File: config.mk
export PLATFORM = sky130hd
export DESIGN_NAME = esh_ctrl
export DESIGN_NICKNAME = d
export VERILOG_FILES = /design/src/design/esh_pkg.sv /design/src/design/esh_ctrl.sv
export SDC_FILE = /design/constraint.sdc
export NUM_CORES = 1
export LEC_CHECK = 0
export BUFFER_PORTS_ARGS = -buffer_cell sky130_fd_sc_hd__buf_2
export CORE_AREA = 5 5 42 44
export DETAILED_ROUTE_END_ITERATION = 16
export DIE_AREA = 0 0 47 49
export GPL_TIMING_DRIVEN = 0
export SETUP_SLACK_MARGIN = 0.3
export SLEW_MARGIN = 30
export SYNTH_ARGS = -nofsm -noshare
export SYNTH_HDL_FRONTEND = slang
export SYNTH_SLANG_ARGS = --single-unit
File: constraint.sdc
create_clock -name clk_i -period 2.31 [get_ports clk_i]
set_input_delay 0.462 -clock clk_i [delete_from_list [all_inputs] [get_ports clk_i]]
set_output_delay 0.462 -clock clk_i [all_outputs]
set_load 0.02 [all_outputs]
File: src/design/esh_pkg.sv
// shared constants, types and helpers for the event spectra histogrammer
package esh_pkg;

  localparam int unsigned CHANNELS    = 384;
  localparam int unsigned ENERGY_BINS = 4096;
  localparam int unsigned TIME_BINS   = 1024;
  localparam int unsigned COUNT_WIDTH = 32;

  localparam int unsigned CH_W    = 9;
  localparam int unsigned EBIN_W  = 12;
  localparam int unsigned TBIN_W  = 10;
  localparam int unsigned WORD_W  = 32;
  localparam int unsigned EADDR_W = CH_W + EBIN_W;
  localparam int unsigned TADDR_W = CH_W + TBIN_W;
  localparam int unsigned E_DEPTH = CHANNELS * ENERGY_BINS;
  localparam int unsigned T_DEPTH = CHANNELS * TIME_BINS;

  // event word layout
  localparam int unsigned TS_BIT    = 31;
  localparam int unsigned CH_LSB    = 22;
  localparam int unsigned TIME_LSB  = 12;

  typedef logic [COUNT_WIDTH-1:0] count_t;
  typedef logic [EADDR_W-1:0]     eaddr_t;
  typedef logic [TADDR_W-1:0]     taddr_t;

  typedef enum logic [1:0] {
    ACT_EVENT     = 2'd0,
    ACT_CLEAR     = 2'd1,
    ACT_RD_ENERGY = 2'd2,
    ACT_RD_TIME   = 2'd3
  } action_e;

  typedef enum logic [2:0] {
    ST_CLEAR,
    ST_IDLE,
    ST_EV_RD,
    ST_EV_WR,
    ST_RD_MEM,
    ST_RD_RESP
  } state_e;

  typedef struct packed {
    logic latch;        // capture request addresses
    logic count_event;  // bump the event total
    logic sweep_start;  // restart the clear sweep and zero the total
    logic sweep_en;     // write zeros at the sweep address
    logic mem_wr;       // write back incremented bin counts
    logic out_load;     // load the result register
  } cmd_t;

  typedef struct packed {
    logic sweep_last;
  } status_t;

  function automatic logic [CH_W-1:0] clamp_ch(input logic [CH_W-1:0] c);
    return (c >= CH_W'(CHANNELS)) ? CH_W'(CHANNELS - 1) : c;
  endfunction

  function automatic logic [EBIN_W-1:0] clamp_ebin(input logic [EBIN_W-1:0] b);
    return ({1'b0, b} >= (EBIN_W + 1)'(ENERGY_BINS)) ? EBIN_W'(ENERGY_BINS - 1) : b;
  endfunction

  function automatic logic [TBIN_W-1:0] clamp_tbin(input logic [EBIN_W-1:0] b);
    return (b >= EBIN_W'(TIME_BINS)) ? TBIN_W'(TIME_BINS - 1) : b[TBIN_W-1:0];
  endfunction

endpackage

File: src/design/esh_ctrl.sv
// controller state machine: sequences events, reads and the clear sweep
module esh_ctrl (
  input  logic              clk_i,
  input  logic              rst_ni,
  input  logic              in_valid_i,
  output logic              in_ready_o,
  input  logic [1:0]        action_i,
  input  logic              ts_flag_i,
  output logic              out_valid_o,
  input  logic              out_ready_i,
  input  esh_pkg::status_t  status_i,
  output esh_pkg::cmd_t     cmd_o
);

  esh_pkg::state_e  state_q, state_d;
  esh_pkg::action_e act;
  logic             accept;
  logic             out_valid_q, out_valid_d;
  logic             out_free;

  assign act      = esh_pkg::action_e'(action_i);
  assign accept   = in_valid_i && (state_q == esh_pkg::ST_IDLE);
  assign out_free = !out_valid_q || out_ready_i;

  always_comb begin
    state_d = state_q;
    unique case (state_q)
      esh_pkg::ST_CLEAR: begin
        if (status_i.sweep_last) state_d = esh_pkg::ST_IDLE;
      end
      esh_pkg::ST_IDLE: begin
        if (accept) begin
          unique case (act) inside
            esh_pkg::ACT_EVENT:     state_d = ts_flag_i ? esh_pkg::ST_IDLE : esh_pkg::ST_EV_RD;
            esh_pkg::ACT_CLEAR:     state_d = esh_pkg::ST_CLEAR;
            esh_pkg::ACT_RD_ENERGY,
            esh_pkg::ACT_RD_TIME:   state_d = esh_pkg::ST_RD_MEM;
            default:                state_d = esh_pkg::ST_IDLE;
          endcase
        end
      end
      esh_pkg::ST_EV_RD:   state_d = esh_pkg::ST_EV_WR;
      esh_pkg::ST_EV_WR:   state_d = esh_pkg::ST_IDLE;
      esh_pkg::ST_RD_MEM:  state_d = esh_pkg::ST_RD_RESP;
      esh_pkg::ST_RD_RESP: begin
        if (out_free) state_d = esh_pkg::ST_IDLE;
      end
      default:             state_d = esh_pkg::ST_IDLE;
    endcase
  end

  always_comb begin
    cmd_o             = '0;
    cmd_o.latch       = accept;
    cmd_o.count_event = accept && (act == esh_pkg::ACT_EVENT) && !ts_flag_i;
    cmd_o.sweep_start = accept && (act == esh_pkg::ACT_CLEAR);
    cmd_o.sweep_en    = (state_q == esh_pkg::ST_CLEAR);
    cmd_o.mem_wr      = (state_q == esh_pkg::ST_EV_WR);
    cmd_o.out_load    = (state_q == esh_pkg::ST_RD_RESP) && out_free;
  end

  always_comb begin
    out_valid_d = out_valid_q;
    if (cmd_o.out_load) out_valid_d = 1'b1;
    else if (out_ready_i) out_valid_d = 1'b0;
  end

  always_ff @(posedge clk_i or negedge rst_ni) begin
    if (!rst_ni) begin
      state_q     <= esh_pkg::ST_CLEAR;
      out_valid_q <= 1'b0;
    end else begin
      state_q     <= state_d;
      out_valid_q <= out_valid_d;
    end
  end

  assign in_ready_o  = (state_q == esh_pkg::ST_IDLE);
  assign out_valid_o = out_valid_q;

endmodule

==> results.sh <==
export IMPL_grt_overflow_total=0
export IMPL_crit_type="reg -> out"
export IMPL_synth_net_count=36
export IMPL_io_pins=16
export IMPL_finalSetupViolCount=0
export IMPL_num_antenna_cells=0
export IMPL_drt_iter0_markers=0
export IMPL_synth_edff_count=0
export IMPL_grt_max_degree=10
export IMPL_path_cells="buf_6 -> nor4bb_4 -> and3b_2 -> buf_2"
export IMPL_drc=0
export IMPL_rows=14
export IMPL_die_area_um2=2300
export IMPL_critPathBufInv=2
export IMPL_p_per_area_nw_per_um2=1210
export IMPL_pre_cts_slack_ps=532
export IMPL_grt_pass1_wl_um=993
export IMPL_async_flop_share=1.00
export IMPL_port_buffers=15
export IMPL_cts_root_buf="clkbuf_4"
export IMPL_yosysTopAreaCell="dfrtp_1"
export IMPL_crit_fanout=9
export IMPL_syn_avg_cell_area_um2=9.52
export IMPL_yosysWarningCount=0
export IMPL_synth_seq_cells=4
export IMPL_internal_power_uw=284
export IMPL_fin_worst_skew_ps=1.91
export IMPL_combPwrFrac=0.570
export IMPL_layout_worst_path_cycle_share=0.846
export IMPL_finalSetupTns_ps=0
export IMPL_cp_required_ps=1850
export IMPL_wl_um=645
export IMPL_max_stage_delay_ps=370
export IMPL_synth_common_cells="nand2_1 (5), dfrtp_1 (4), buf_4 (2), nor2_1 (2), nor3_1 (2)"
export IMPL_post_drt_wl_per_cell_um=10.2
export IMPL_rsz0062_at_grt="no"
export IMPL_netlist_instances=28
export IMPL_syn_cell_area_um2=267
export IMPL_core_um2=1400
export IMPL_initial_core_util=0.190
export IMPL_area_delta_synth_final_pct=47.9
export IMPL_antenna_found_initial=0
export IMPL_ant_nets=0
export IMPL_crit_family="simple AND/OR/NAND/NOR gates"
export IMPL_cts_buffers=3
export IMPL_slew_violations=0
export IMPL_cts_buffer_depth=2
export IMPL_timing_fmax_ghz=0.512
export IMPL_track_usage=0.0608
export IMPL_clock_latency_ps=230
export IMPL_seq_power_share=0.249
export IMPL_grt_pass1_vias=259
export IMPL_die_w_um=47
export IMPL_min_period_ps=1950
export IMPL_total_power_uw=477
export IMPL_path_clk_slew_ps=40
export IMPL_yosysSeqAreaShare=0.376
export IMPL_fin_nets=57
export IMPL_setup_worst_path_end_class="primary output"
export IMPL_ir_drop_mv=0.277
export IMPL_cap_violations=0
export IMPL_hold_viol=0
export IMPL_place_congestion=0.618
export IMPL_synthDistinctLibCells=18
export IMPL_netlist_top_cells_area="dfrtp_1 (38%), nor4bb_4 (9.4%), nand2_1 (7.0%)"
export IMPL_status="complete, no violations"
export IMPL_yosysMostFrequentCell="nand2_1"
export IMPL_htreeDepth=1
export IMPL_setup_slack_ps=357
export IMPL_switching_share=0.404
export IMPL_crit_slowest_cell="nor4bb_4"
export IMPL_cts_tree="yes"
export IMPL_pwr_share_clk=0.181
export IMPL_slew_headroom=0.787
export IMPL_nFillCells=165
export IMPL_hold_class="in -> async"
export IMPL_synth_flop_cell="dfrtp_1"
export IMPL_num_vias=258
export IMPL_worst_slew_pin_slew_ps=319
export IMPL_p_leak_uw=0.000219
export IMPL_crit_arrival_ps=1490
export IMPL_start_kind="flop"
export IMPL_dr_pass1_iters=1
export IMPL_via_per_inst=4.10
export IMPL_die_height_um=49
export IMPL_net_switching_power_uw=193
export IMPL_yosysTopAreaCellShare=0.376
export IMPL_cts_sinks=4
export IMPL_drive_gt1_frac=0.553
[stage by stage]
stage	util	std cells	hold WS, ps	instance area, um2
2_1_floorplan	-	28	166	267
3_3_place_gp	0.258	59	273	362
3_5_place_dp	0.258	59	273	362
4_1_cts	0.274	62	22.6	384
5_1_grt	0.281	63	24.9	394
6_report	0.281	63	26.5	394
[flip-flops by register name, summed over array words and instances (netlist names)]
register and cells:
out_valid_o 1, state_q 3
[power by group through the flow]
| stage | clock network (uW) | registers [uW] | logic [uW] |
|---|---|---|---|
| 6_report | 86.6 | 119 | 272 |
| 5_1_grt | 95.2 | 124 | 300 |
| 3_3_place_gp | 0 | 119 | 260 |
| 3_5_place_dp | 0 | 119 | 263 |
| 4_1_cts | 91.1 | 118 | 263 |
| 2_1_floorplan | 0 | 124 | 189 |
[per-layer routing]
metal | vias to the layer above | GRT usage | part of all wire
met4 | 0 | 0.0691 | 0.022
met3 | 2 | 0 | 0.079
met1 | 111 | 0.0780 | 0.43
li1 | 134 | - | -
met2 | 11 | 0.0814 | 0.47
met5 | - | 0 | 0
[area by class of cell]
class / instances / area [um2] / area share
Inverter: 1 / 3.75 / 0.00952
Buffer: 3 / 26.3 / 0.0667
Tap cell: 16 / 20.0 / 0.0508
Timing Repair Buffer: 16 / 85.1 / 0.216
Multi-Input combinational cell: 20 / 136 / 0.346
Clock buffer: 3 / 22.5 / 0.0571
Sequential cell: 4 / 100 / 0.254
[cell families after synthesis]
family / share of synthesized area
AOI/OAI and AO/OA: 0.0563
DFF: 0.376
and+or+nand+nor: 0.455
buffers and inverters: 0.113
[timing repair]
item                                    4_1_cts  5_1_grt
hold buffers                                  0        0
gates resized for setup                       0        1
endpoints found under the setup margin        0        2
setup buffers                                 0        1
[placed cells by master, fill, tap and decap left out]
| master | count |
|---|---|
| buf_2 | 14 |
| nand2_1 | 5 |
| buf_4 | 4 |
| dfrtp_1 | 4 |
| clkbuf_4 | 3 |
| nor2_1 | 2 |
| nor3_1 | 2 |
| buf_6 | 1 |
| nor2b_1 | 1 |
| and2b_2 | 1 |
| nor4bb_4 | 1 |
| and3b_1 | 1 |
| and3b_2 | 1 |
| nand2b_1 | 1 |
| and3_2 | 1 |
| inv_1 | 1 |
| a32o_1 | 1 |
| or2_1 | 1 |
| nor4_1 | 1 |
| a21oi_1 | 1 |
[path summary, 6_finish.rpt]
path,start,depth (start not counted),end,slack [ps]
setup / recovery,state_q[2],4,cmd_o[3],360
hold / removal,rst_ni,1,state_q[0],30
setup reg to reg,state_q[2],4,state_q[1],1060
hold reg to reg,out_valid_o,2,out_valid_o,510
max in group asynchronous,rst_ni,1,state_q[1],2160
min in group clk_i,ts_flag_i,3,state_q[0],480
No activity file was read; power rests on OpenSTA's default activity.
